--- src/rtl/core/sbdm_pkg.sv ---
`timescale 1ns / 1ps
// ----------------------------------------------------------------------------
// sbdm_pkg: shared types and constants
// widths and the cell record of the sorting chain
// ----------------------------------------------------------------------------
package sbdm_pkg;
  localparam int MaxElements = 64;
  localparam int CntW = $clog2(MaxElements + 1);
  localparam int IdxW = $clog2(MaxElements);
  localparam int ValW = 16;
  localparam int SumW = 23;
  localparam int NumW = 24;
  localparam int KeyW = 24;

  typedef struct packed {
    logic            vld;
    logic [KeyW-1:0] key;
    logic [ValW-1:0] val;
  } cell_t;
endpackage

--- src/rtl/core/sbdm_div.sv ---
`timescale 1ns / 1ps
// ----------------------------------------------------------------------------
// sbdm_div: iterative key divider
// restoring divide of |v*n - s| by n, one quotient bit per cycle
// ----------------------------------------------------------------------------
module sbdm_div import sbdm_pkg::*; (
  input  logic            clk_i,
  input  logic            rst_ni,
  input  logic            start_i,
  input  logic [NumW-1:0] num_i,
  input  logic [CntW-1:0] den_i,
  output logic            done_o,
  output logic [KeyW-1:0] quo_o
);
  localparam int StepW = $clog2(NumW + 1);
  logic [NumW-1:0]  quo_q, quo_d;
  logic [CntW:0]    rem_q, rem_d;
  logic [StepW-1:0] step_q, step_d;
  logic             busy_q, busy_d, done_q, done_d;
  logic [CntW:0]    trial;

  always_comb begin
    quo_d = quo_q;
    rem_d = rem_q;
    step_d = step_q;
    busy_d = busy_q;
    done_d = 1'b0;
    trial = '0;
    if (start_i) begin
      quo_d = num_i;
      rem_d = '0;
      step_d = StepW'(NumW);
      busy_d = 1'b1;
    end else if (busy_q) begin
      trial = {rem_q[CntW-1:0], quo_q[NumW-1]};
      if (trial >= {1'b0, den_i}) begin
        rem_d = trial - {1'b0, den_i};
        quo_d = {quo_q[NumW-2:0], 1'b1};
      end else begin
        rem_d = trial;
        quo_d = {quo_q[NumW-2:0], 1'b0};
      end
      step_d = step_q - 1'b1;
      if (step_q == StepW'(1)) begin
        busy_d = 1'b0;
        done_d = 1'b1;
      end
    end
  end

  always_ff @(posedge clk_i or negedge rst_ni) begin
    if (!rst_ni) begin
      busy_q <= 1'b0;
      done_q <= 1'b0;
      step_q <= '0;
    end else begin
      busy_q <= busy_d;
      done_q <= done_d;
      step_q <= step_d;
    end
  end

  always_ff @(posedge clk_i) begin
    quo_q <= quo_d;
    rem_q <= rem_d;
  end

  assign done_o = done_q;
  assign quo_o = quo_q;
endmodule

--- config.mk ---
export PLATFORM = sky130hd
export DESIGN_NAME = sbdm_div
export DESIGN_NICKNAME = d
export VERILOG_FILES = /design/src/rtl/core/sbdm_pkg.sv /design/src/rtl/core/sbdm_div.sv
export SDC_FILE = /design/constraint.sdc
export NUM_CORES = 1
export LEC_CHECK = 0
export BUFFER_PORTS_ARGS = -buffer_cell sky130_fd_sc_hd__buf_2
export CORE_MARGIN = 10
export CORE_UTILIZATION = 56
export CTS_CLUSTER_SIZE = 28
export DETAILED_ROUTE_END_ITERATION = 16
export PLACE_DENSITY = 0.83
export SLEW_MARGIN = 20
export SYNTH_ARGS = -nofsm -noshare
export SYNTH_HDL_FRONTEND = slang
export SYNTH_SLANG_ARGS = --single-unit
export TNS_END_PERCENT = 10
--- constraint.sdc ---
create_clock -name clk_i -period 3.7 [get_ports clk_i]
set_input_delay 0.555 -clock clk_i [delete_from_list [all_inputs] [get_ports clk_i]]
set_output_delay 0.555 -clock clk_i [all_outputs]
set_load 0.02 [all_outputs]
==> metrics.cfg, run 1 <==
[floorplan]
core_um2=3720
die_x_um=82.2
initial_core_util=0.584
boundaryPins=59
die_y_um=82.2
die-area_um2=6760
rows=22

[routing]
drt-pass1-iter-count=4
initialDrtViolationCount=89
viasPerCell=5.52
routed_wl_um=4520
drc_errors=0
final_antenna_net_count=0
wl_per_cell_um=15.7
vias=1590

[global_route]
grt_usage=0.136
grt_overflow=0
grt_pass1_wl_um=7070
grt_pass1_vias=1516
grt_max_degree=46
antenna_found_initial=0

[layout]
nFillCells=314
syn_to_final_growth_pct=17.1
final_nets=283
n_antenna_cell=0
drive_gt1_frac=0.296
final_util=0.683

[timing]
hold_violations=0
fmax_mhz=430
rsz0062_at_grt=false
fin_tns_setup_ps=0
setup_violations=0
fin_skew_ps=6.37
timing.final.ws_setup_ps=1380
min_period_ps=2320
worst_slew_pin_slew_ps=938
drv_slew=0
slew_headroom=0.375
fin_hold_ws_ps=90.3
finalCritPeriodShare=0.628

[pwr]
ir_drop_mv=0.313
powerDensity_nw_per_um2=573
power_leakage_nw=1.11

[yosys]
syn_nets=229
synth_edf_count=24
yosysTopAreaCell=edfxtp_1
synthTopCellsByArea=edfxtp_1, mux2_1, dfrtp_1
ys_ff_latch=38
netlist_instances=185
synth.distinct_cells=49
syn_area_um2=2170
netlist.area_leader.share=0.332
ys.flop_type=edfxtp_1
synth_seq_area_share=0.478
ys_async_sr_fraction=0.184
syn_area_per_cell_um2=11.7
yosysWarnings=0

[setup_path]
cp_top_family=compound AO/OA/AOI/OAI gates
cp_max_fo=9
slowest_stage=fa_1
crit_path_end_kind=flop
cp.arrival_ps=2530
crit_chain=inv_1, ha_1, fa_1, nand2b_1, a211o_1, and3_1, a311oi_2
worst_setup_path_start_kind=flop
critPathBufInv=1
crit_type=reg -> reg
crit_required_ps=3900
critPathMaxStageDelay_ps=390

[placement]
place_ws_ps=1200
io_buffers=58
dpl.hpwl_um=3430
gp_congestion=0.811

[cts]
ctsResizeCount=0
postCtsSetupRepairBufs=0
cts-htree-levels=2
cts_root_buf=clkbuf_8
cts_hold_buf=0
clkSinkCount=38
cts_buffers=5
ctsLongestPathBuffers=2
cts_tree=built
clk_pin_slew_ps=70
clkLatencyLatePin_ps=280

[outcome]
outcome=finished, final reports clean

[run]
maxCapViolCount=0

[hold_path]
hold_path_class=in -> async

-- sequential cells by signal, indices dropped and copies added, names as in the netlist --
signal and cells:
rem_q 7, busy_q 1, step_q 5, done_o 1
quo_o 24
-- synthesized netlist by cell type, types with 3 or more instances --
cell and number:
nor2_1 13, dfxtp_1 7, o21ai_0 3, edfxtp_1 24, mux2_1 23, dfrtp_1 7
or2_1 3, nor3b_1 6, inv_1 13, a41oi_1 4, nand2b_1 5, nand2_1 7
ha_1 9, clkbuf_1 7, nor2b_1 6, xnor2_1 5
-- through the flow --
stage / cells / total power (W) / instance area, µm²
finish: 288 / 0.00145 / 2540
global route: 288 / 0.00155 / 2540
CTS: 288 / 0.00146 / 2540
detailed placement: 280 / 0.00120 / 2460
global placement: 280 / 0.00119 / 2460
floorplan: 185 / 0.00108 / 2170
-- cell usage in the layout, fill, tap and decap left out, types with 2 or more instances in the layout --
| master | count |
|---|---|
| o31ai_2 | 2 |
| o21ai_1 | 2 |
| ha_1 | 9 |
| dfrtp_1 | 7 |
| nand2_1 | 7 |
| mux2_1 | 23 |
| a31oi_1 | 2 |
| buf_2 | 58 |
| a311oi_2 | 2 |
| a211oi_1 | 2 |
| nand2b_1 | 5 |
| o21ai_0 | 3 |
| a41oi_1 | 4 |
| a21o_1 | 2 |
| nor2_1 | 13 |
| xnor2_1 | 5 |
| nor2b_1 | 6 |
| or2_1 | 3 |
| o21a_1 | 2 |
| edfxtp_1 | 24 |
| o21bai_1 | 2 |
| clkbuf_8 | 5 |
| nor3b_1 | 6 |
| nand4_1 | 2 |
| dfxtp_1 | 7 |
| inv_1 | 13 |
-- routing by layer --
layer	vias up	GRT usage	wire [µm]
li1	781	-	-
met1	752	0.157	1920
met2	50	0.219	2030
met3	7	0.0378	460
met4	0	0.0816	103
met5	-	0	0
-- final timing paths --
kind	start	end	slack, ps	cells after the start
max in group asynchronous	rst_ni	step_q[4]	3450	1
min in group clk_i	step_q[4]	step_q[4]	530	2
worst min register to register	step_q[4]	step_q[4]	530	2
worst max register to register	quo_o[23]	rem_q[0]	1380	7
worst min-delay path	rst_ni	step_q[2]	90	1
worst max-delay path	quo_o[23]	rem_q[0]	1380	7
-- area by class of cell --
| type | count | area [µm²] | area share |
|---|---|---|---|
| timing repair buffer | 58 | 290 | 0.114 |
| sequential | 38 | 1040 | 0.408 |
| tap | 48 | 60.1 | 0.0237 |
| clock inverter | 2 | 8.76 | 0.00345 |
| multi-input combinational | 123 | 1020 | 0.403 |
| inverter | 13 | 48.8 | 0.0192 |
| clock buffer | 6 | 72.6 | 0.0286 |
-- logic make-up after synthesis --
family                   count (synthesis)  synth area share
AO/OA/AOI/OAI                           34             0.137
XOR/XNOR                                 6            0.0242
adder cells (fa/ha/maj)                 10            0.0612
buffers and inverters                   24            0.0508
flip-flops                              38             0.478
multiplexers                            24             0.124
AND/OR/NAND/NOR                         49             0.125
-- power breakdown --
group	switching [W]	total (W)	internal [W]
registers	0.0000616	0.000601	0.000540
logic	0.000329	0.000594	0.000264
clock network	0.000131	0.000260	0.000129
Note: power is estimated with default switching activity, not from simulation.
==> inputs of run 2 (changes only) <==
--- a/config.mk
+++ b/config.mk
@@ -5,12 +5,13 @@
 export SDC_FILE = /design/constraint.sdc
 export NUM_CORES = 1
 export LEC_CHECK = 0
+export ABC_AREA = 1
 export BUFFER_PORTS_ARGS = -buffer_cell sky130_fd_sc_hd__buf_2
 export CORE_MARGIN = 10
-export CORE_UTILIZATION = 56
+export CORE_UTILIZATION = 51
 export CTS_CLUSTER_SIZE = 28
 export DETAILED_ROUTE_END_ITERATION = 16
-export PLACE_DENSITY = 0.83
+export PLACE_DENSITY = 0.78
 export SLEW_MARGIN = 20
 export SYNTH_ARGS = -nofsm -noshare
 export SYNTH_HDL_FRONTEND = slang
==> constraint.sdc (replaced) <==
create_clock -name clk_i -period 2.3 [get_ports clk_i]
set_input_delay 0.345 -clock clk_i [delete_from_list [all_inputs] [get_ports clk_i]]
set_output_delay 0.345 -clock clk_i [all_outputs]
set_load 0.02 [all_outputs]
==> metrics.cfg, run 2 <==
[outcome]
outcome=finished, final reports clean

[setup_path]
ff2ff_path_depth=8  ; +1
crit_type=reg -> reg
critPathMaxStageDelay_ps=370  ; -20 ps
slowest_stage=edfxtp_1
r2r-end=quo_o[0]
worst_setup_path_start_kind=flop
rr_startpoint=quo_o[23]
cp_max_fo=8  ; -1
crit_start=quo_o[23]
reg2reg_setup_slack_ps=410  ; -960 ps
crit_path_end_kind=flop
crit_required_ps=2320  ; -1580 ps
crit_chain=inv_1, ha_1, fa_1, inv_1, nand3_1, nand2_1, o21ai_2, a31oi_1
endpoint=quo_o[0]
cpMostUsedCell=inv_1
cp.arrival_ps=1910  ; -620 ps

[yosys]
synth_seq_area_share=0.507  ; +0.0289
yosysTopAreaCell=edfxtp_1
synthSimpleGateAreaFrac=0.313  ; +0.189
synth_compound_area_frac=0.0379  ; -0.0994
yosysWarnings=0  ; unchanged
ys_ff_latch=38  ; unchanged
synth.most_common_cell=nand2_1
yosys.area_share.adder=0.0649  ; +0.00371
yosys-mux-area-fraction=0  ; -0.124
synthTopCellsByArea=edfxtp_1, nand2_1, dfrtp_1
syn_area_um2=2040  ; -5.7%
netlist_instances=252  ; +36%
synth.distinct_cells=27  ; -45%
synthTopCellsByCount=nand2_1, inv_1, edfxtp_1
synth_xor_area_frac=0.00857  ; -0.0157
syn_area_per_cell_um2=8.11  ; -31%
synth_top_family_by_area=simple AND/OR/NAND/NOR gates
syn_nets=296  ; +29%
netlist.area_leader.share=0.353  ; +0.0201
synth_edf_count=24  ; unchanged
ys_async_sr_fraction=0.184  ; unchanged
ys.flop_type=edfxtp_1

[cts]
ctsResizeCount=0  ; unchanged
ctsLongestPathBuffers=2  ; unchanged
cts_root_buf=clkbuf_8
cts_tree=built
cts-htree-levels=2  ; unchanged
clkLatencyLatePin_ps=290  ; about the same
cts_buffers=5  ; unchanged
clkSinkCount=38  ; unchanged
clk_pin_slew_ps=70  ; about the same
cts_hold_buf=1  ; +1
postCtsSetupRepairBufs=0  ; unchanged

[timing]
min_period_ps=1890  ; -437 ps
fin_tns_setup_ps=0  ; unchanged
slew_headroom=0.636  ; +0.261
setup_violations=0  ; unchanged
rsz0062_at_grt=false
fin_skew_ps=3.69  ; -2.68 ps
drv_slew=0  ; unchanged
finalCritPeriodShare=0.820  ; +0.192
fin_hold_ws_ps=321  ; +230 ps
worst_slew_pin_slew_ps=546  ; -392 ps
fmax_mhz=530  ; +23%
hold_violations=0  ; unchanged

[layout]
drive_gt1_frac=0.241  ; -0.0546
final_nets=358  ; +27%
final_util=0.658  ; -0.0249
final_common_cell=nand2_1
final_area_um2=2480  ; -2.2%
largest_reg_flops=24  ; unchanged
n_antenna_cell=0  ; unchanged
syn_to_final_growth_pct=21.4
most-common-layout-cells=nand2_1, buf_2, inv_1
nFillCells=320  ; +1.9%

[pwr]
p_int_w=0.00138  ; +48%
sw_frac_of_total=0.364  ; +0.00487
clkPwrFrac=0.209  ; +0.030
ir_drop_mv=0.422  ; +35%
seq_power_share=0.423  ; +0.010
switchingPower_w=0.000788  ; +51%
powerDensity_nw_per_um2=873  ; +52%
comb_power_share=0.368  ; -0.040
power_leakage_nw=1.35  ; +22%

[floorplan]
die-area_um2=6940  ; +2.7%
die_x_um=83.3  ; +1.3%
rows=22  ; unchanged
initial_core_util=0.542  ; -0.0414
core_um2=3770  ; +1.5%
boundaryPins=59  ; unchanged
die_y_um=83.3  ; +1.3%

[placement]
dpl.hpwl_um=3760  ; +9.7%
io_buffers=58  ; unchanged
gp_congestion=0.869  ; +7.2%
placed_area_um2=2380  ; -3.1%

[routing]
drc_errors=0  ; unchanged
viasPerCell=4.92  ; -11%
drt-pass1-iter-count=4  ; unchanged
initialDrtViolationCount=104  ; +17%
final_antenna_net_count=0  ; unchanged
routed_wl_um=4980  ; +10%
vias=1785  ; +12%
wl_per_cell_um=13.7  ; -13%

[run]
maxCapViolCount=0  ; unchanged

[hold_path]
hp-start=num_i[3]
hold_path_class=in -> reg

[global_route]
grt_overflow=0  ; unchanged
grt_max_degree=28  ; -39%
grt_usage=0.140  ; +0.00433
grt_pass1_vias=1799  ; +19%
grt_pass1_wl_um=8110  ; +15%
antenna_found_initial=0  ; unchanged

## run 2: per-stage QoR
step                setup slack [ps]  std cells  total power (W)
global placement                 467        354          0.00170
detailed placement               410        354          0.00172
finish                           414        363          0.00217
CTS                              437        363          0.00217
floorplan                        462        252          0.00150
global route                     262        363          0.00231
## run 2: critical path, delay by kind of cell, from the launching register on
kind | cells | cell delay (ps)
compound gates | 2 | 460
fa+ha+maj | 2 | 420
buf+inv | 2 | 200
flops | 1 | 370
simple gates | 2 | 170
## run 2: cell families (layout without fill, tap and decap cells)
| group | count (synthesis) | in the layout |
|---|---|---|
| AO/OA/AOI/OAI | 12 | 12 |
| XOR/XNOR | 2 | 2 |
| AND/OR/NAND/NOR | 153 | 153 |
| flip-flops | 38 | 38 |
| adder cells (fa/ha/maj) | 10 | 10 |
| buffers and inverters | 37 | 100 |
## run 2: worst min path at each step
stage / slack, ps / end / cells after the start
5_1_grt: 310 / quo_o[18] / 3
3_5_place_dp: 190 / step_q[4] / 1
4_1_cts: 310 / quo_o[3] / 3
6_report: 320 / quo_o[3] / 3
3_3_place_gp: 180 / step_q[4] / 1
2_1_floorplan: 50 / busy_q / 0
## run 2: layer usage
metal	part of all wire	vias up	global-route usage	wire length, µm
met2	0.49	53	0.239	2460
met4	0.030	0	0.0708	150
li1	-	925	-	-
met5	0	-	0	0
met3	0.071	16	0.0498	352
met1	0.41	791	0.148	2020
## run 2: power by group through the flow
stage          sequential, W  clock [W]  combinational, W
2_1_floorplan       0.000972          0          0.000531
3_5_place_dp        0.000928          0          0.000788
6_report            0.000917   0.000454          0.000797
5_1_grt             0.000928   0.000491          0.000890
4_1_cts             0.000915   0.000465          0.000793
3_3_place_gp        0.000924          0          0.000772
## run 2: area by class of cell
cell class	count	area, µm²	share of cell area
tap	48	60.1	0.0242
clock buffer	6	82.6	0.0333
multi-input combinational	177	868	0.350
timing repair buffer	60	308	0.124
inverter	32	120	0.0484
clock inverter	2	7.51	0.00302
sequential	38	1040	0.417
