[src/rtl/core/sbdm_pkg.sv]
`timescale 1ns / 1ps
// ----------------------------------------------------------------------------
// sbdm_pkg: shared types and constants
// widths and the cell record of the sorting chain
// ----------------------------------------------------------------------------
package sbdm_pkg;
  localparam int MaxElements = 64;
  localparam int CntW = $clog2(MaxElements + 1);
  localparam int IdxW = $clog2(MaxElements);
  localparam int ValW = 16;
  localparam int SumW = 23;
  localparam int NumW = 24;
  localparam int KeyW = 24;

  typedef struct packed {
    logic            vld;
    logic [KeyW-1:0] key;
    logic [ValW-1:0] val;
  } cell_t;
endpackage

[src/rtl/core/sbdm_cell.sv]
`timescale 1ns / 1ps
// ----------------------------------------------------------------------------
// sbdm_cell: insertion chain cell; clear empties it, shift loads nb_i
// else keeps the smaller of held and incoming entry, registers other onward
// ----------------------------------------------------------------------------
module sbdm_cell import sbdm_pkg::*; (
  input  logic  clk_i,
  input  logic  rst_ni,
  input  logic  clr_i,
  input  logic  shift_i,
  input  cell_t in_i,
  input  cell_t nb_i,
  output cell_t held_o,
  output cell_t pass_o
);
  cell_t held_q, held_d;
  cell_t pass_q, pass_d;
  logic  in_less;

  always_comb begin
    in_less = in_i.vld && (!held_q.vld || (in_i.key < held_q.key) ||
              (in_i.key == held_q.key && $signed(in_i.val) < $signed(held_q.val)));
    held_d = held_q;
    pass_d = '0;
    if (clr_i) held_d = '0;
    else if (shift_i) held_d = nb_i;
    else if (in_i.vld) begin
      if (in_less) begin
        held_d = in_i;
        pass_d = held_q;
      end else begin
        pass_d = in_i;
      end
    end
  end

  always_ff @(posedge clk_i or negedge rst_ni) begin
    if (!rst_ni) begin
      held_q <= '0;
      pass_q <= '0;
    end else begin
      held_q <= held_d;
      pass_q <= pass_d;
    end
  end

  assign held_o = held_q;
  assign pass_o = pass_q;
endmodule

[config.mk]
export PLATFORM = sky130hd
export DESIGN_NAME = sbdm_cell
export DESIGN_NICKNAME = d
export VERILOG_FILES = /design/src/rtl/core/sbdm_pkg.sv /design/src/rtl/core/sbdm_cell.sv
export SDC_FILE = /design/constraint.sdc
export NUM_CORES = 1
export LEC_CHECK = 0
export ABC_CLOCK_PERIOD_IN_PS = 2400
export BUFFER_PORTS_ARGS = -buffer_cell sky130_fd_sc_hd__buf_2
export CAP_MARGIN = 20
export CORE_ASPECT_RATIO = 1.25
export CORE_MARGIN = 2
export CORE_UTILIZATION = 30
export CTS_CLUSTER_DIAMETER = 150
export DETAILED_ROUTE_END_ITERATION = 7
export PLACE_DENSITY = 0.5
export SLEW_MARGIN = 10
export SYNTH_ARGS = -nofsm -noshare
export SYNTH_HDL_FRONTEND = slang
export SYNTH_SLANG_ARGS = --single-unit
[constraint.sdc]
create_clock -name clk_i -period 2.4 [get_ports clk_i]
set_input_delay 0.48 -clock clk_i [delete_from_list [all_inputs] [get_ports clk_i]]
set_output_delay 0.48 -clock clk_i [all_outputs]
set_load 0.02 [all_outputs]
==> impl_metrics.json, run 1 <==
{
  "fillerInstances": 1855,
  "antenna_found_initial": 0,
  "p_total_mw": 4.847,
  "finalCritPeriodShare_pct": 113.8,
  "finClkSkew_ps": 8.888,
  "drv_slew": 0,
  "drtIter0Drc": 506,
  "root_buffer": "clkbuf_16",
  "die-area_um2": 20590,
  "dp_cells": 1142,
  "synth_area_leaders": "dfrtp_1 35%, ha_1 8.4%, a21oi_1 8.1%",
  "clockPowerShare_pct": 29.8,
  "violations": "setup timing",
  "synth_top_area_share_pct": 35.16,
  "drtPass1Iterations": 5,
  "p_leak_nw": 4.288,
  "ant_nets": 0,
  "grt_pass1_wl_um": 37820,
  "hold_viol": 0,
  "vdd_drop_max_uv": 340.3,
  "synthArstFlopShare_pct": 100.0,
  "ios": 168,
  "yosys.area_share.simple_pct": 11.58,
  "swShare_pct": 35.63,
  "synth_area_per_cell_um2": 8.607,
  "min_path_type": "in -> async",
  "cts_sinks": 82,
  "n_antenna_cell": 0,
  "synth_edf_count": 0,
  "drive_gt1_share_pct": 47.54,
  "fp.dieH_um": 159.9,
  "drt-total-wl_um": 26400,
  "path_clk_slew_ps": 70,
  "crit_type": "reg -> reg",
  "path_cells": "inv_2 > ha_4 > nand4_1 > buf_4 > nor3_4 > a221oi_2 > nor3b_4 > buf_4 > buf_6 > buf_12 > a2111o_1 > o32ai_2 > a21oi_2",
  "cp.arrival_ps": 2960,
  "synthesis.nets": 803,
  "setup_violations": 80,
  "insertion_delay_ps": 350,
  "globalplace.congestion": 0.8313,
  "fmax_ghz": 0.3661,
  "clk_path_buf_depth": 2,
  "reg2reg_to": "held_o[23]$_DFFE_PN0P_",
  "final_cell_mix": "165 x buf_2, 133 x buf_4, 92 x a21oi_1",
  "worst_pin_slew_ps": 639.5,
  "cp.required_ps": 2630,
  "outcome": "finished with violations",
  "nets": 1077,
  "yosysSeqAreaShare_pct": 35.16,
  "comb_power_share_pct": 38.5,
  "end_kind": "flop",
  "synth-seq-cells": 82,
  "cts_buffers": 9,
  "core_um2": 19260,
  "synth_top_family_by_area": "compound AO/OA/AOI/OAI gates",
  "ys_types": 41,
  "wl_per_cell_um": 22.13,
  "dp_hpwl_um": 15590,
  "seqPwrFrac_pct": 31.7,
  "gr-usage-all-layers_pct": 23.65,
  "p_int_mw": 3.120,
  "h-tree-depth": 3,
  "num_vias": 6885,
  "synthCells": 678,
  "reg2reg_from": "held_o[35]$_DFFE_PN0P_",
  "yosys.area.top_type": "dfrtp_1",
  "mostFrequentLayoutCell": "buf_2",
  "critPathLaunchType": "flop",
  "yosysWarnings": 0,
  "first_global_vias": 6754,
  "grt_overflow": 0,
  "worstPathMaxFanout": 7,
  "areaGrowthSynthToFinish_pct": 61.49,
  "synthAdderAreaFrac_pct": 8.362,
  "synth_compound_area_share_pct": 33.96,
  "p_per_area_nw_per_um2": 514.3,
  "cts_tree": "done",
  "viasPerCell": 5.771,
  "ys.flop_type": "dfrtp_1",
  "numPortBuffers": 167,
  "rows": 57,
  "start_util_pct": 30.31,
  "grt_start_max_net_pins": 123,
  "path_common_cell": "buf_4",
  "period_minus_slack_ps": 2732,
  "final_cells": 1193,
  "cp_slowest_cell": "a2111o_1",
  "place_ws_ps": -475.9,
  "rr_worst_depth": 13,
  "slew_headroom_pct": 57.37,
  "die_w_um": 128.7,
  "worst_slack_ps": -331.7,
  "synth-xor-area-share_pct": 0,
  "rrSetupSlack_ps": -330,
  "maxCapViolCount": 0,
  "rsz0062_at_grt": "true",
  "synth_area_um2": 5836,
  "post-route-drc-count": 0,
  "synth_mux_area_share_pct": 0,
  "max_stage_delay_ps": 410,
  "netSwitchingPower_mw": 1.727
}
==> Yosys cell counts (2+ instances only) <==
cell and instances:
ha_1 39, nor2_1 7, nor4_1 2, o32ai_1 40, nor3_1 43, nand4_1 47, a2111o_1 40, a21oi_1 94
nor2b_1 3, nand3_1 5, nand2b_1 2, dfrtp_1 82, a21o_1 5, buf_4 5, clkbuf_1 55, buf_1 7
nand2_1 8, inv_1 81, a311oi_1 40, buf_2 12, o21ai_0 41
==> critical path: cells and delay by family, from the launching register on <==
family	cells	cell delay [ps]
flip-flops	1	360
adder cells (fa/ha/maj)	1	260
buffers and inverters	5	730
AO/OA/AOI/OAI	4	700
AND/OR/NAND/NOR	3	570
==> power by group through the flow <==
stage / sequential (mW) / combinational, mW / clock, mW
after floorplan: 1.71 / 0.610 / 0
after global placement: 1.56 / 1.53 / 0
after detailed placement: 1.56 / 1.54 / 0
after CTS: 1.53 / 1.73 / 1.47
after global routing: 1.55 / 2.00 / 1.53
final: 1.54 / 1.87 / 1.44
==> repair_timing <==
action,4_1_cts,5_1_grt
buffers inserted,11,10
gates cloned,2,13
endpoints found under the setup margin,80,80
resized for setup,82,47
hold buffers,0,0
pin swaps,20,38
==> layer usage <==
metal | track usage [%] | up-vias | wire length [µm]
li1 | - | 3182 | -
met2 | 40.50 | 253 | 13370
met3 | 3.216 | 51 | 1316
met5 | 0 | - | 0
met1 | 30.53 | 3399 | 11080
met4 | 7.757 | 0 | 640
==> area by class of cell <==
cell class                 count  area (µm²)  area share (%)
multi-input combinational    436        3847           40.83
timing repair buffer         341        2630           27.91
sequential                    82        2053           21.79
clock buffer                  13       250.2           2.655
inverter                      82       307.8           3.266
tap                          236       295.3           3.133
clock inverter                 3       40.04          0.4249
==> stage by stage <==
stage | hold WS [ps] | TNS, ps | cell area (µm²) | util [%]
after floorplan | 184.4 | 0 | 5836 | -
after global placement | 499.5 | -33990 | 7863 | 40.83
after detailed placement | 501.3 | -31760 | 7863 | 40.83
after CTS | 126.3 | -9728 | 8808 | 45.74
after global routing | 141.8 | -25350 | 9424 | 48.94
final | 109.4 | -20470 | 9424 | 48.94
==> kinds of logic (layout without fill, tap and decap cells) <==
kind of cell	count (synthesis)	count (layout)
DFF	82	82
AOI/OAI and AO/OA	274	275
and+or+nand+nor	122	122
adders and majority gates	39	39
buffers and inverters	161	439
==> worst max path at each step <==
stage / end / slack, ps / from
detailed placement: pass_o[12]$_DFF_PN0_ / -480 / in_i[38]
floorplan: pass_o[0]$_DFF_PN0_ / 8 / held_o[17]$_DFFE_PN0P_
global placement: held_o[34]$_DFFE_PN0P_ / -510 / in_i[35]
global route: pass_o[26]$_DFF_PN0_ / -390 / held_o[34]$_DFFE_PN0P_
CTS: pass_o[23]$_DFF_PN0_ / -180 / held_o[26]$_DFFE_PN0P_
finish: held_o[23]$_DFFE_PN0P_ / -330 / held_o[35]$_DFFE_PN0P_
==> sequential cells by signal, summed over array words and instances (netlist names) <==
| signal | flops |
|---|---|
| held_o | 41 |
| pass_o | 41 |
Note: power is estimated with default switching activity, not from simulation.
==> inputs of run 2 (changes only) <==
--- a/config.mk
+++ b/config.mk
@@ -5,15 +5,15 @@
 export SDC_FILE = /design/constraint.sdc
 export NUM_CORES = 1
 export LEC_CHECK = 0
-export ABC_CLOCK_PERIOD_IN_PS = 2400
-export BUFFER_PORTS_ARGS = -buffer_cell sky130_fd_sc_hd__buf_2
+export ABC_CLOCK_PERIOD_IN_PS = 3350
+export BUFFER_PORTS_ARGS = -buffer_cell sky130_fd_sc_hd__buf_4
 export CAP_MARGIN = 20
 export CORE_ASPECT_RATIO = 1.25
 export CORE_MARGIN = 2
 export CORE_UTILIZATION = 30
 export CTS_CLUSTER_DIAMETER = 150
 export DETAILED_ROUTE_END_ITERATION = 7
-export PLACE_DENSITY = 0.5
+export PLACE_DENSITY = 0.48
 export SLEW_MARGIN = 10
 export SYNTH_ARGS = -nofsm -noshare
 export SYNTH_HDL_FRONTEND = slang
==> constraint.sdc (replaced) <==
create_clock -name clk_i -period 3.35 [get_ports clk_i]
set_input_delay 0.67 -clock clk_i [delete_from_list [all_inputs] [get_ports clk_i]]
set_output_delay 0.67 -clock clk_i [all_outputs]
set_load 0.02 [all_outputs]
==> run 2 against run 1 <==
The flow now finishes without violations. Cell area down 19%. Total power decreased by 35%. Clock skew grew 1.6 ps. Sequential cell count stayed put. Sequential share of layout area up 5.0 points. Clock-buffer cell count grew 1. Wire length is 15% lower. Register-to-register slack better by 810 ps. Sequential power down 26%. Final cell count is 13% lower. Global-route usage fell by 1.7 points. Critical endpoint is now pass_o[30]$_DFF_PN0_. Largest power group is now sequential cells. Highest routed layer unchanged.
==> impl_metrics.json, run 2 (synthesis gave the netlist of run 1 again) <==
{
  "start_util_pct": 30.31,
  "drtPass1Iterations": 5,
  "drtIter0Drc": 460,
  "n_antenna_cell": 0,
  "nets": 925,
  "grt_start_max_net_pins": 82,
  "drive_gt1_share_pct": 26.46,
  "crit_type": "reg -> reg",
  "maxCapViolCount": 0,
  "globalplace.congestion": 0.8150,
  "final_cell_mix": "184 x buf_4, 94 x a21oi_1, 81 x inv_1, 81 x dfrtp_1, 47 x nand4_1",
  "num_vias": 6209,
  "period_minus_slack_ps": 2869,
  "grt_pass1_wl_um": 35600,
  "final_cells": 1041,
  "rsz0062_at_grt": "false",
  "setup_violations": 0,
  "worst_pin_slew_ps": 771.2,
  "finClkSkew_ps": 10.47,
  "cts_tree": "done",
  "clk_path_buf_depth": 2,
  "reg2reg_from": "held_o[38]$_DFFE_PN0P_",
  "min_path_type": "in -> async",
  "cts_buffers": 9,
  "post-cts-setup-buffers": 0,
  "p_total_mw": 3.149,
  "grt_overflow": 0,
  "drt-total-wl_um": 22500,
  "p_leak_nw": 3.363,
  "slew_headroom_pct": 48.27,
  "finalSetupTns_ps": 0,
  "fp.dieH_um": 159.9,
  "ant_nets": 0,
  "worstPathMaxFanout": 46,
  "cts.repair.resized": 0,
  "rows": 57,
  "antenna_found_initial": 0,
  "max_stage_delay_ps": 450,
  "areaGrowthSynthToFinish_pct": 31.20,
  "outcome": "complete, no violations",
  "cp_slowest_cell": "dfrtp_1",
  "first_global_vias": 6460,
  "path_cells": "inv_1 > ha_1 > nand4_1 > nor4_1 > o311ai_1 > a21oi_2 > o211a_4 > buf_12 > nor3_1 > a311oi_1",
  "dp_hpwl_um": 14490,
  "ios": 168,
  "die-area_um2": 20590,
  "dp_cells": 1025,
  "reg2reg_to": "pass_o[30]$_DFF_PN0_",
  "cp.arrival_ps": 3100,
  "end_kind": "flop",
  "die_w_um": 128.7,
  "insertion_delay_ps": 350,
  "p_per_area_nw_per_um2": 411.3,
  "fmax_ghz": 0.3486,
  "finalCritPeriodShare_pct": 85.64,
  "wl_per_cell_um": 21.62,
  "hold_viol": 0,
  "path_clk_slew_ps": 60,
  "mostFrequentLayoutCell": "buf_4",
  "numPortBuffers": 167,
  "core_um2": 19260,
  "rr_worst_depth": 10,
  "post-route-drc-count": 0,
  "cts_sinks": 82,
  "vdd_drop_max_uv": 228.1,
  "cts_hold_buf": 0,
  "root_buffer": "clkbuf_16",
  "gr-usage-all-layers_pct": 21.94,
  "drv_slew": 0,
  "h-tree-depth": 3,
  "whs_ps": 346.6,
  "cp.required_ps": 3580,
  "viasPerCell": 5.964,
  "critPathLaunchType": "flop",
  "rrSetupSlack_ps": 480
}
-- run 2: power by group --
group          total (mW)  switching [mW]  internal, mW  leakage [nW]
Combinational       0.946           0.580         0.365          2.13
Clock                1.06           0.424         0.639         0.153
Sequential           1.14          0.0771          1.06          1.08
-- run 2: metal layers --
| metal | share of wire, % | global-route usage (%) | vias to the layer above |
|---|---|---|---|
| li1 | - | - | 2873 |
| met1 | 42 | 27.67 | 3073 |
| met2 | 51 | 37.64 | 222 |
| met3 | 4.4 | 2.312 | 41 |
| met4 | 2.7 | 9.634 | 0 |
| met5 | 0 | 0 | - |
-- run 2: worst max path at each step --
stage | from | to | slack (ps) | cells after the start
finish | held_o[38]$_DFFE_PN0P_ | pass_o[30]$_DFF_PN0_ | 480 | 10
floorplan | in_i[17] | pass_o[0]$_DFF_PN0_ | 830 | 9
CTS | held_o[38]$_DFFE_PN0P_ | pass_o[29]$_DFF_PN0_ | 440 | 10
global route | held_o[38]$_DFFE_PN0P_ | pass_o[30]$_DFF_PN0_ | 220 | 10
global placement | in_i[38] | pass_o[25]$_DFF_PN0_ | 220 | 10
detailed placement | in_i[38] | pass_o[29]$_DFF_PN0_ | 190 | 10
-- run 2: through the flow --
step	area (µm²)	worst slack, ps	util (%)
after CTS	7656	439.8	39.76
after floorplan	5836	833.8	-
after global placement	7347	221.1	38.15
after detailed placement	7347	185.7	38.15
final	7656	481.2	39.76
after global routing	7656	219.0	39.76
-- run 2: area by class of cell --
cell class / instances / area, µm²
clock buffer: 14 / 274.0
inverter: 82 / 307.8
tap: 236 / 295.3
sequential: 82 / 2053
clock inverter: 2 / 35.03
fill: 1999 / 11600
timing repair buffer: 190 / 1501
multi-input combinational: 435 / 3189
-- run 2: worst max-delay path: cells and delay by family, from the launching register on --
kind            cells  cell delay [ps]
compound gates      4              940
buf+inv             2              310
flops               1              450
fa+ha+maj           1              320
simple gates        3              700
==> inputs of run 3 (changes only) <==
--- a/config.mk
+++ b/config.mk
@@ -13,7 +13,6 @@
 export CORE_UTILIZATION = 30
 export CTS_CLUSTER_DIAMETER = 150
 export DETAILED_ROUTE_END_ITERATION = 7
-export PLACE_DENSITY = 0.48
 export SLEW_MARGIN = 10
 export SYNTH_ARGS = -nofsm -noshare
 export SYNTH_HDL_FRONTEND = slang
==> run 3 against run 2 <==
Via count down 1.8%. Largest cell class unchanged. Sequential power barely moved. Critical path depth is 1 higher. Maximum frequency is 1.3% lower. Sequential cell count unchanged. Clock power down 6%.
==> impl_metrics.json, run 3 (synthesis gave the netlist of run 1 again) <==
{
  "drv_slew": 0,
  "viasPerCell": 5.792,
  "finalCritPeriodShare_pct": 86.74,
  "slew_headroom_pct": 58.03,
  "seqPwrFrac_pct": 37.2,
  "rsz0062_at_grt": "false",
  "num_vias": 6099,
  "netSwitchingPower_mw": 1.083,
  "setup_violations": 0,
  "drtPass1Iterations": 4,
  "grt_pass1_wl_um": 34450,
  "finClkSkew_ps": 7.174,
  "n_antenna_cell": 0,
  "root_buffer": "clkbuf_16",
  "clk_path_buf_depth": 2,
  "numPortBuffers": 167,
  "post-cts-setup-buffers": 0,
  "grt_start_max_net_pins": 123,
  "core_um2": 19260,
  "globalplace.congestion": 0.7861,
  "p_leak_nw": 3.424,
  "cts.repair.resized": 0,
  "start_util_pct": 30.31,
  "grt_overflow": 0,
  "gr-usage-all-layers_pct": 21.34,
  "nets": 937,
  "first_global_vias": 6220,
  "drtIter0Drc": 492,
  "cts_tree": "done",
  "cp.required_ps": 3580,
  "crit_type": "reg -> reg",
  "reg2reg_from": "held_o[38]$_DFFE_PN0P_",
  "fmax_ghz": 0.3441,
  "insertion_delay_ps": 360,
  "post-route-drc-count": 0,
  "die-area_um2": 20590,
  "h-tree-depth": 3,
  "min_path_type": "in -> async",
  "p_per_area_nw_per_um2": 397.5,
  "worstPathMaxFanout": 12,
  "critPathLaunchType": "flop",
  "ios": 168,
  "hold_viol": 0,
  "cts_hold_buf": 0,
  "antenna_found_initial": 0,
  "path_clk_slew_ps": 60,
  "worst_pin_slew_ps": 629.6,
  "die_w_um": 128.7,
  "maxCapViolCount": 0,
  "cts_buffers": 9,
  "period_minus_slack_ps": 2906,
  "wl_per_cell_um": 20.52,
  "rows": 57,
  "vdd_drop_max_uv": 241.1,
  "dp_hpwl_um": 14140,
  "final_cell_mix": "195 x buf_4, 94 x a21oi_1, 81 x inv_1, 81 x dfrtp_1, 47 x nand4_1",
  "mostFrequentLayoutCell": "buf_4",
  "crit_path_start": "held_o[38]$_DFFE_PN0P_",
  "cts_sinks": 82,
  "swShare_pct": 35.22,
  "comb_power_share_pct": 30.3,
  "drt-total-wl_um": 21600,
  "clockPowerShare_pct": 32.4,
  "end_kind": "flop",
  "cp.arrival_ps": 3140,
  "outcome": "complete, no violations",
  "finalSetupTns_ps": 0,
  "drive_gt1_share_pct": 27.66,
  "fp.dieH_um": 159.9,
  "areaGrowthSynthToFinish_pct": 32.57,
  "p_int_mw": 1.992,
  "worst_slack_ps": 444.2,
  "ant_nets": 0,
  "place_ws_ps": 184.8
}
## run 3: worst paths after layout
check	slack, ps	end	cells past startpoint
max in group asynchronous	2380	pass_o[32]$_DFF_PN0_	2
setup reg to reg	440	pass_o[22]$_DFF_PN0_	11
min in group clk_i	580	held_o[40]$_DFFE_PN0P_	3
hold / removal	320	pass_o[13]$_DFF_PN0_	1
setup / recovery	440	pass_o[22]$_DFF_PN0_	11
hold reg to reg	620	pass_o[35]$_DFF_PN0_	2
## run 3: metrics by stage
stage	power, mW	cells	utilization (%)	hold WS (ps)	cell area (µm²)
2_1_floorplan	1.663	678	-	374.4	5836
3_3_place_gp	2.089	1037	38.70	606.4	7452
3_5_place_dp	2.093	1037	38.70	607.7	7452
4_1_cts	3.092	1053	40.18	354.0	7736
5_1_grt	3.238	1053	40.18	378.7	7736
6_report	3.075	1053	40.18	320.1	7736
## run 3: per-layer routing
layer	track usage, %	routed length (µm)	up-vias
met5	0	0	-
met4	7.905	393	0
met1	27.36	9209	2964
met3	3.116	1004	23
li1	-	-	2904
met2	36.17	11000	208
## run 3: critical path: stages, from the launching register on
cell	delay, ps
dfrtp_1	430
inv_1	80
ha_1	310
nand4_1	200
nor4_1	360
buf_4	170
o311ai_1	90
a21oi_2	160
o211a_4	330
buf_4	220
nor3_1	60
a311oi_1	330
## run 3: cell type report
type / count / area [µm²]
well taps: 236 / 295.3
clock buffers: 14 / 274.0
clock inverters: 2 / 10.01
flip-flops and latches: 82 / 2053
fillers: 1945 / 11520
repair buffers: 202 / 1604
multi-input cells: 435 / 3192
inverters: 82 / 307.8
## run 3: power by group through the flow
| stage | logic [mW] | registers [mW] | clock network, mW |
|---|---|---|---|
| 6_report | 0.932 | 1.15 | 0.998 |
| 3_3_place_gp | 0.924 | 1.16 | 0 |
| 2_1_floorplan | 0.437 | 1.23 | 0 |
| 4_1_cts | 0.934 | 1.15 | 1.01 |
| 5_1_grt | 1.02 | 1.16 | 1.06 |
| 3_5_place_dp | 0.930 | 1.16 | 0 |
